**src/hdl/tpe_ram.sv**
```systemverilog
`default_nettype none
module tpe_ram #(
  parameter int WIDTH = 32,
  parameter int DEPTH = 64
) (
  input wire logic clk,
  input wire logic we,
  input wire logic [$clog2(DEPTH)-1:0] waddr,
  input wire logic [WIDTH-1:0] wdata,
  input wire logic [$clog2(DEPTH)-1:0] raddr,
  output logic [WIDTH-1:0] rdata
);

  logic [WIDTH-1:0] mem [DEPTH];

  always_ff @(posedge clk) begin
    if (we) begin
      mem[waddr] <= wdata;
    end
    rdata <= mem[raddr];
  end

endmodule
`default_nettype wire

```
**config.mk**
```make
export PLATFORM = sky130hd
export DESIGN_NAME = tpe_ram
export DESIGN_NICKNAME = d
export VERILOG_FILES = /design/src/hdl/tpe_ram.sv
export SDC_FILE = /design/constraint.sdc
export NUM_CORES = 2
export LEC_CHECK = 0
export BUFFER_PORTS_ARGS = -buffer_cell sky130_fd_sc_hd__buf_4
export CORE_UTILIZATION = 38
export DETAILED_ROUTE_END_ITERATION = 10
export SLEW_MARGIN = 20
export SYNTH_ARGS = -nofsm -noshare
export SYNTH_HDL_FRONTEND = slang
export SYNTH_SLANG_ARGS = --single-unit
```
**constraint.sdc**
```tcl
create_clock -name clk -period 5.31 [get_ports clk]
set_clock_uncertainty 0.2 [all_clocks]
set_input_delay 0.531 -clock clk [delete_from_list [all_inputs] [get_ports clk]]
set_output_delay 0.531 -clock clk [all_outputs]
set_load 0.005 [all_outputs]
```
==> results_tabular.tex <==
\begin{tabular}{lr}
\hline
Metric & Value \\
\hline
\multicolumn{2}{l}{\textbf{Status}} \\
Run status & finished clean \\
\multicolumn{2}{l}{\textbf{Cells and area}} \\
Share of final-layout standard cells stronger than drive strength 1 & 30.6\% \\
Synthesis-to-layout area growth & 15.1\% \\
Commonest cells after routing, fill and taps aside & sky130\_fd\_sc\_hd\_\_edfxtp\_1 (2,048), sky130\_fd\_sc\_hd\_\_mux4\_2 (544), sky130\_fd\_sc\_hd\_\_clkbuf\_16 (210), sky130\_fd\_sc\_hd\_\_buf\_4 (200), sky130\_fd\_sc\_hd\_\_mux2i\_1 (93) \\
Number of fill cells & 17,000 \\
Fin nets & 3,620 \\
Most common library cell in the layout ignoring fill and taps & sky130\_fd\_sc\_hd\_\_edfxtp\_1 \\
\multicolumn{2}{l}{\textbf{Timing}} \\
Slew Limit Headroom & 25.5\% \\
Pin slew with the least headroom to its limit & 1.12 ns \\
Count of endpoints failing hold in the final timing report & 0 \\
Peak Freq & 316 MHz \\
Post-route minimum period & 3.17 ns \\
Unrepaired setup endpoints after global routing & no \\
Setup\_tns & 0 ns \\
Final setup viols & 0 \\
Share of the clock period used by the worst path after layout & 59.6\% \\
Final critical-path setup slack & 2.14 ns \\
Number of pins with negative max-slew slack in the final report & 0 \\
\multicolumn{2}{l}{\textbf{GRT}} \\
First-pass GRT wire length & 283,000 um \\
Antenna violations before repair & 8 \\
Maximum number of pins on one net before global-route repair & 67 \\
Number of global-route vias before repair & 37,600 \\
Tot GR Track Use & 19.0\% \\
Total congestion overflow & 0 \\
\multicolumn{2}{l}{\textbf{Worst setup path}} \\
Critical Path RT & 5.78 ns \\
Startpoint Class & input pin \\
Worst EP arrival & 3.63 ns \\
CP endpoint kind & flop \\
Slack of the worst reg-to-reg path & 2.72 ns \\
Peak fanout along the critical path & 56 \\
Start-to-end type of the worst setup path & in -> reg \\
\multicolumn{2}{l}{\textbf{Clock network}} \\
Clk buf depth & 3 \\
Post-cts sizing count & 0 \\
Post-CTS Setup Repair Bufs & 0 \\
Buffer type at the clock tree root & sky130\_fd\_sc\_hd\_\_clkbuf\_16 \\
Clock tree from TritonCTS & done \\
Total clock buffers created by CTS & 207 \\
Clk Latency, worst-skew pair & 0.83 ns \\
Clock input transition at the sequential cells of the worst setup and hold paths & 0.06 ns \\
H-tree levels & 4 \\
Total number of clock tree sinks & 2,080 \\
Hold-fix buffer count after cts & 0 \\
\multicolumn{2}{l}{\textbf{Logic synthesis}} \\
Synth unique cells & 34 \\
Average cell area after synthesis & 23.6 um\^{}2 \\
Post-synthesis net count & 3,370 \\
Synthesized instance count & 3,324 \\
Most common flop cell mapped by yosys & sky130\_fd\_sc\_hd\_\_edfxtp\_1 \\
Share of the yosys chip area belonging to registers & 79.1\% \\
Cell area after synthesis & 0.0785 mm\^{}2 \\
Async SR Flop Fraction & 0\% \\
Flip-flop and latch count after synthesis & 2,080 \\
Count of flip-flops with a built-in enable after synthesis & 2,048 \\
Synth warn & 0 \\
\multicolumn{2}{l}{\textbf{Drt}} \\
Average via count per standard cell & 5.66 \\
Post-DRT Antenna Nets & 0 \\
Count of vias placed by the detailed router & 36,500 \\
Routed wire length & 198,000 um \\
Detail-routed net length per standard cell & 30.8 um \\
Detailed Routing Iterations Pass 1 & 5 \\
Number of DRC violations after detailed-routing iteration 0 & 4,200 \\
Post-detailed-route DRC marker count & 0 \\
\multicolumn{2}{l}{\textbf{Floorplan}} \\
Core region area & 0.205 mm\^{}2 \\
Die span in y & 457 um \\
Horiz. Die Dim & 457 um \\
Number of placement rows & 166 \\
Starting density of the core & 38.3\% \\
I/O pins & 78 \\
Die area & 0.208 mm\^{}2 \\
\multicolumn{2}{l}{\textbf{Place}} \\
Worst slack after detailed placement & 1.27 ns \\
Weighted congestion at the end of routability-driven global placement & 0.786 \\
Sum of net half-perimeters after detailed placement & 115,000 um \\
Count of buffers inserted at the top-level ports & 77 \\
\multicolumn{2}{l}{\textbf{Power}} \\
Total power density per cell area & 384 mW/mm\^{}2 \\
Maximum VDD drop & 0.328 mV \\
Static leakage & 28.0 nW \\
Design Power & 0.0347 W \\
\multicolumn{2}{l}{\textbf{Hold path}} \\
Min-Delay Path Class & in -> reg \\
\multicolumn{2}{l}{\textbf{Run}} \\
Number of max-capacitance violations reported & 0 \\
\hline
\end{tabular}
## through the flow
stage               cells  util (%)  hold slack (ns)  area, um^2
floorplan            3324         -            0.430       78500
global placement     6051      40.7            0.525       83400
detailed placement   6051      40.7            0.535       83400
CTS                  6437      44.0           0.0106       90300
global route         6441      44.1           0.0244       90300
finish               6445      44.1           0.0324       90400
## cells by family after synthesis
kind of cell / count (synthesis) / synth area share, %
compound gates: 202 / 1.67
buf+inv: 182 / 1.13
mux: 637 / 16.8
simple gates: 223 / 1.27
flops: 2080 / 79.1
## where the power goes
part / total (W) / internal (W) / leakage [nW] / switching (W)
combinational: 0.00165 / 0.000632 / 5.89 / 0.00102
sequential: 0.0183 / 0.0182 / 18.7 / 0.0000833
clock: 0.0147 / 0.00866 / 3.40 / 0.00609
## critical path, stage by stage
cell and delay [ns]:
sky130_fd_sc_hd__buf_8 0.50, sky130_fd_sc_hd__buf_12 0.32, sky130_fd_sc_hd__buf_12 0.28, sky130_fd_sc_hd__buf_4 0.20, sky130_fd_sc_hd__mux4_2 0.51, sky130_fd_sc_hd__mux4_2 0.48
sky130_fd_sc_hd__o22ai_1 0.56, sky130_fd_sc_hd__nor2_1 0.13
## flip-flops by register name (all words and copies together) (netlist names)
name and flops:
rdata 32, mem 2048
## cells in the mapped netlist (21+ instances only)
library cell | n | share of area, %
sky130_fd_sc_hd__o221ai_1 | 27 | 0.30
sky130_fd_sc_hd__mux4_2 | 544 | 16
sky130_fd_sc_hd__a21oi_1 | 62 | 0.40
sky130_fd_sc_hd__buf_4 | 25 | 0.24
sky130_fd_sc_hd__nand2_1 | 26 | 0.12
sky130_fd_sc_hd__buf_1 | 21 | 0.10
sky130_fd_sc_hd__nor2_1 | 137 | 0.65
sky130_fd_sc_hd__buf_2 | 57 | 0.36
sky130_fd_sc_hd__dfxtp_1 | 32 | 0.82
sky130_fd_sc_hd__mux2i_1 | 93 | 1.2
sky130_fd_sc_hd__edfxtp_1 | 2048 | 78
sky130_fd_sc_hd__clkbuf_1 | 74 | 0.35
sky130_fd_sc_hd__o22ai_1 | 84 | 0.67
## per-layer routing
layer / up-vias / global-route usage [%] / wire length (um)
met5: - / 0 / 7
met4: 2 / 5.62 / 5200
met3: 264 / 3.12 / 13800
met2: 1374 / 31.0 / 97500
met1: 20000 / 26.3 / 81900
li1: 14800 / - / -
## path summary, 6_finish.rpt
kind | start | endpoint | cells past startpoint
setup / recovery | raddr[0] | rdata[24] | 8
hold / removal | wdata[10] | mem[32][10] | 1
setup reg to reg | mem[15][3] | rdata[3] | 5
hold reg to reg | mem[12][17] | rdata[17] | 4
## cell type report
cell class                      count  area, um^2  area share [%]
Sequential cell                  2080       62100            68.8
Multi-Input combinational cell   1062       16000            17.7
Clock buffer                      280        5760            6.37
Tap cell                         2688        3360            3.72
Timing Repair Buffer              223        1950            2.16
Clock inverter                    106        1150            1.28
Antenna cell                        6        15.0          0.0166
Note: power is estimated with default switching activity, not from simulation.
