==> src/hdl/tpe_pkg.sv <==
`default_nettype none
package tpe_pkg;

  localparam int QW = 32;
  localparam int OW = 48;
  localparam int NOUT = 10;
  localparam int ACCW = 64;
  localparam logic signed [QW-1:0] ONE_Q = 32'sh0100_0000;

  typedef enum logic [1:0] {
    MODE_EVAL = 2'd0,
    MODE_ALPHA = 2'd1,
    MODE_BETA = 2'd2,
    MODE_WEIGHT = 2'd3
  } mode_t;

  typedef enum logic [1:0] {
    REG_DEG_X = 2'd0,
    REG_DEG_Y = 2'd1,
    REG_DEG_Z = 2'd2
  } reg_idx_t;

  typedef enum logic [3:0] {
    ST_IDLE,
    ST_BINIT,
    ST_BRD,
    ST_BT,
    ST_BM,
    ST_BWR,
    ST_SUM_RD,
    ST_SUM_F,
    ST_SUM_P1,
    ST_SUM_P2,
    ST_SUM_W,
    ST_DONE
  } state_t;

  function automatic logic signed [QW-1:0] sat32(input logic signed [ACCW-1:0] v);
    logic signed [ACCW-1:0] hi;
    logic signed [ACCW-1:0] lo;
    hi = 64'sh0000_0000_7FFF_FFFF;
    lo = -64'sh0000_0000_8000_0000;
    if (v > hi) begin
      return 32'sh7FFF_FFFF;
    end else if (v < lo) begin
      return 32'sh8000_0000;
    end
    return v[QW-1:0];
  endfunction

  function automatic logic signed [ACCW-1:0] rnd24(input logic signed [ACCW-1:0] p);
    logic signed [ACCW-1:0] q;
    q = p + 64'sd8388608;
    return q >>> 24;
  endfunction

  function automatic logic signed [OW-1:0] sat48(input logic signed [ACCW-1:0] v);
    logic signed [ACCW-1:0] hi;
    logic signed [ACCW-1:0] lo;
    hi = 64'sh0000_7FFF_FFFF_FFFF;
    lo = -64'sh0000_8000_0000_0000;
    if (v > hi) begin
      return 48'sh7FFF_FFFF_FFFF;
    end else if (v < lo) begin
      return 48'sh8000_0000_0000;
    end
    return v[OW-1:0];
  endfunction

endpackage
`default_nettype wire

==> src/hdl/tpe_mulq.sv <==
`default_nettype none
module tpe_mulq
  import tpe_pkg::*;
(
  input wire logic clk,
  input wire logic signed [QW-1:0] a,
  input wire logic signed [QW-1:0] b,
  output logic signed [ACCW-1:0] prod
);

  always_ff @(posedge clk) begin
    prod <= ACCW'(a) * ACCW'(b);
  end

endmodule
`default_nettype wire

==> config.mk <==
export PLATFORM = sky130hd
export DESIGN_NAME = tpe_mulq
export DESIGN_NICKNAME = d
export VERILOG_FILES = /design/src/hdl/tpe_pkg.sv /design/src/hdl/tpe_mulq.sv
export SDC_FILE = /design/constraint.sdc
export NUM_CORES = 2
export LEC_CHECK = 0
export ABC_AREA = 0
export ABC_CLOCK_PERIOD_IN_PS = 18000
export BUFFER_PORTS_ARGS = -buffer_cell sky130_fd_sc_hd__buf_2
export CAP_MARGIN = 20
export CORE_UTILIZATION = 30
export DETAILED_ROUTE_END_ITERATION = 10
export PLACE_DENSITY = 0.49
export SLEW_MARGIN = 10
export SYNTH_ARGS = -nofsm -noshare
export SYNTH_HDL_FRONTEND = slang
export SYNTH_SLANG_ARGS = --single-unit
export TNS_END_PERCENT = 10
==> constraint.sdc <==
create_clock -name clk -period 18 [get_ports clk]
set_input_delay 3.6 -clock clk [delete_from_list [all_inputs] [get_ports clk]]
set_output_delay 3.6 -clock clk [all_outputs]
set_load 0.1 [all_outputs]
==> impl_metrics.py <==
metrics = {
    "synthesis": {
        "ys_warn_count": 0,
        "synth_cells": 3884,
        "synthArstFlopShare": 0,
        "syn_area_per_cell_sq_um": 9.59,
        "synth-edff-count": 0,
        "synth_seq_cells": 64,
        "syn_nets": 5215,
        "synth_flop_cell": "dfxtp_1",
        "synth_seq_area_share": 0.0344,
        "netlist_area_sq_um": 37200,
        "synth_cell_types": 63,
    },
    "global_route": {
        "antenna_found_initial": 11,
        "track_usage": 0.183,
        "grt_max_degree": 33,
        "grt_overflow": 0,
        "grt_pass1_vias": 28860,
        "grt_pass1_wl_um": 173000,
    },
    "clock_network": {
        "clkTransAtPathRegs_ps": 60,
        "cts_buffers": 9,
        "htree_num_levels": 3,
        "holdBufCountCts": 0,
        "cts_resized": 0,
        "post-cts-setup-buffer-count": 0,
        "clock-root-buffer": "clkbuf_16",
        "clk_path_buf_depth": 2,
        "cts.sinks": 64,
        "cts_tree": "built",
    },
    "timing": {
        "relSlewSlack": 0.348,
        "finalSetupViolations": 0,
        "slew_viol_final": 0,
        "hold_viol_final": 0,
        "max_freq_mhz": 84.4,
        "tightest_slew_ps": 979,
        "fin_tns_setup_ps": 0,
        "final.period_utilization": 0.658,
        "min_period_ps": 11850,
        "rsz0062_at_grt": "no",
    },
    "routing": {
        "ant_nets": 0,
        "drt-pass1-iter-count": 4,
        "wire_per_inst_um": 19.6,
        "drt_iter0_drc": 987,
        "vias": 25177,
        "viasPerCell": 4.59,
        "drc": 0,
        "wl_um": 108000,
    },
    "finish": {
        "final_common_cell": "fa_1",
        "drive_gt1_frac": 0.0498,
        "largest_reg_flops": 64,
        "area_growth_pct": 6.52,
        "regMostFlops": "prod",
        "layout_common_cells": "fa_1, inv_1, and2_1, nand2_1, ha_1",
        "largestRegisters": "prod (64)",
        "final_util": 0.324,
        "n_fill_cell": 12932,
        "fin_cells": 5484,
        "finalNetCount": 5182,
    },
    "die": {
        "initial_core_util": 0.304,
        "num_rows": 128,
        "pin_count": 129,
        "dieWidth_um": 354,
        "die_h_um": 354,
        "core_sq_um": 123000,
        "dieArea_sq_um": 126000,
    },
    "placement": {
        "portBuffers": 128,
        "routabilityCongestion": 0.808,
        "dp.cells": 5465,
        "dpl.hpwl_um": 86200,
    },
    "worst_hold_path": {
        "hold_path_class": "in2reg",
    },
    "worst_setup_path": {
        "path_class": "in2reg",
        "critPathMaxFanout": 32,
        "crit_path_end": "prod[62]$_DFF_P_",
        "end_kind": "flip-flop",
        "arrival_ps": 12210,
        "startpoint": "a[31]",
        "startpoint_type": "input port",
        "cp.required_ps": 18360,
    },
    "flow_run": {
        "cap_violations": 0,
    },
    "status": {
        "status": "completed",
    },
}
==> area by class of cell <==
cell class                      count  area (sq um)  share of cell area
Multi-Input combinational cell   2668         31600               0.797
Inverter                          952          3570              0.0901
Tap cell                         1625          2030              0.0513
Sequential cell                    64          1280              0.0323
Timing Repair Buffer              156           851              0.0214
Clock buffer                       12           246             0.00621
Clock inverter                      3          42.5             0.00107
Antenna cell                        4          10.0            0.000252
==> kinds of logic (layout without fill, tap and decap cells) <==
logic type	Yosys count	after routing	share of synthesized area
flip-flops	64	64	0.0344
adder cells (fa/ha/maj)	1266	1266	0.643
AO/OA/AOI/OAI	193	193	0.0346
AND/OR/NAND/NOR	1134	1134	0.154
other	0	4	0
XOR/XNOR	75	75	0.0176
buffers and inverters	1152	1123	0.116
==> through the flow <==
step	setup WS (ps)	hold WS, ps	instance area, sq um
floorplan	7140	3730	37200
global placement	5720	4150	39400
detailed placement	5680	4150	39400
CTS	6110	3730	39700
global route	5730	3770	39700
finish	6150	3750	39700
==> worst min path at each step <==
stage / start / to / cells past startpoint
floorplan: b[0] / prod[0]$_DFF_P_ / 1
global route: a[0] / prod[0]$_DFF_P_ / 3
finish: a[0] / prod[0]$_DFF_P_ / 3
CTS: a[0] / prod[0]$_DFF_P_ / 3
detailed placement: prod[59]$_DFF_P_ / prod[59] / 1
global placement: prod[15]$_DFF_P_ / prod[15] / 1
==> layer usage <==
| metal | vias to the layer above | routed length [um] | GRT usage |
|---|---|---|---|
| met4 | 18 | 2240 | 0.0432 |
| met3 | 107 | 3920 | 0.0250 |
| met1 | 13649 | 45500 | 0.234 |
| met5 | - | 115 | 0 |
| li1 | 10972 | - | - |
| met2 | 431 | 55800 | 0.324 |
==> synthesized netlist by cell type (2+ instances only) <==
| library cell | number | area (sq um) |
|---|---|---|
| or3_1 | 4 | 25.0 |
| and3_1 | 7 | 43.8 |
| clkbuf_1 | 195 | 732 |
| nand2_1 | 511 | 1920 |
| fa_1 | 1082 | 21700 |
| nor2_1 | 42 | 158 |
| xor2_1 | 22 | 193 |
| inv_1 | 952 | 3570 |
| nor3_1 | 6 | 30.0 |
| xnor2_1 | 53 | 464 |
| a211oi_2 | 3 | 37.5 |
| ha_1 | 184 | 2300 |
| a21oi_1 | 68 | 340 |
| a21boi_0 | 3 | 22.5 |
| o211ai_1 | 3 | 22.5 |
| and2_1 | 516 | 3230 |
| o31ai_1 | 6 | 45.0 |
| o22a_1 | 2 | 17.5 |
| buf_2 | 3 | 15.0 |
| a21o_2 | 2 | 17.5 |
| dfxtp_1 | 64 | 1280 |
| o21ai_2 | 2 | 17.5 |
| nand2b_1 | 9 | 56.3 |
| buf_1 | 2 | 7.51 |
| o21a_1 | 4 | 30.0 |
| nand4_1 | 7 | 43.8 |
| and4_1 | 3 | 26.3 |
| o21bai_1 | 15 | 113 |
| a21o_1 | 23 | 173 |
| a211oi_1 | 4 | 30.0 |
| a31oi_1 | 12 | 75.1 |
| nand3_1 | 15 | 75.1 |
| nor2b_1 | 3 | 18.8 |
| o21ai_0 | 28 | 140 |
==> critical path: stages <==
cell and delay (ps):
buf_2 70, buf_4 380, nand2_1 220, inv_1 130, fa_1 400, inv_1 300
fa_1 480, inv_1 230, fa_1 500, fa_1 890, inv_1 440, fa_1 600
inv_1 50, fa_1 560, inv_1 60, fa_1 460, fa_1 520, inv_1 50
ha_1 360, and3_1 200, nand2_1 70, or3_1 370, o211ai_1 550, a31oi_1 230
o31ai_1 290, xor2_1 170
Power is left out: the tool's default activity adds up to more than one toggle a clock period on the data nets, which glitch-free logic cannot reach.
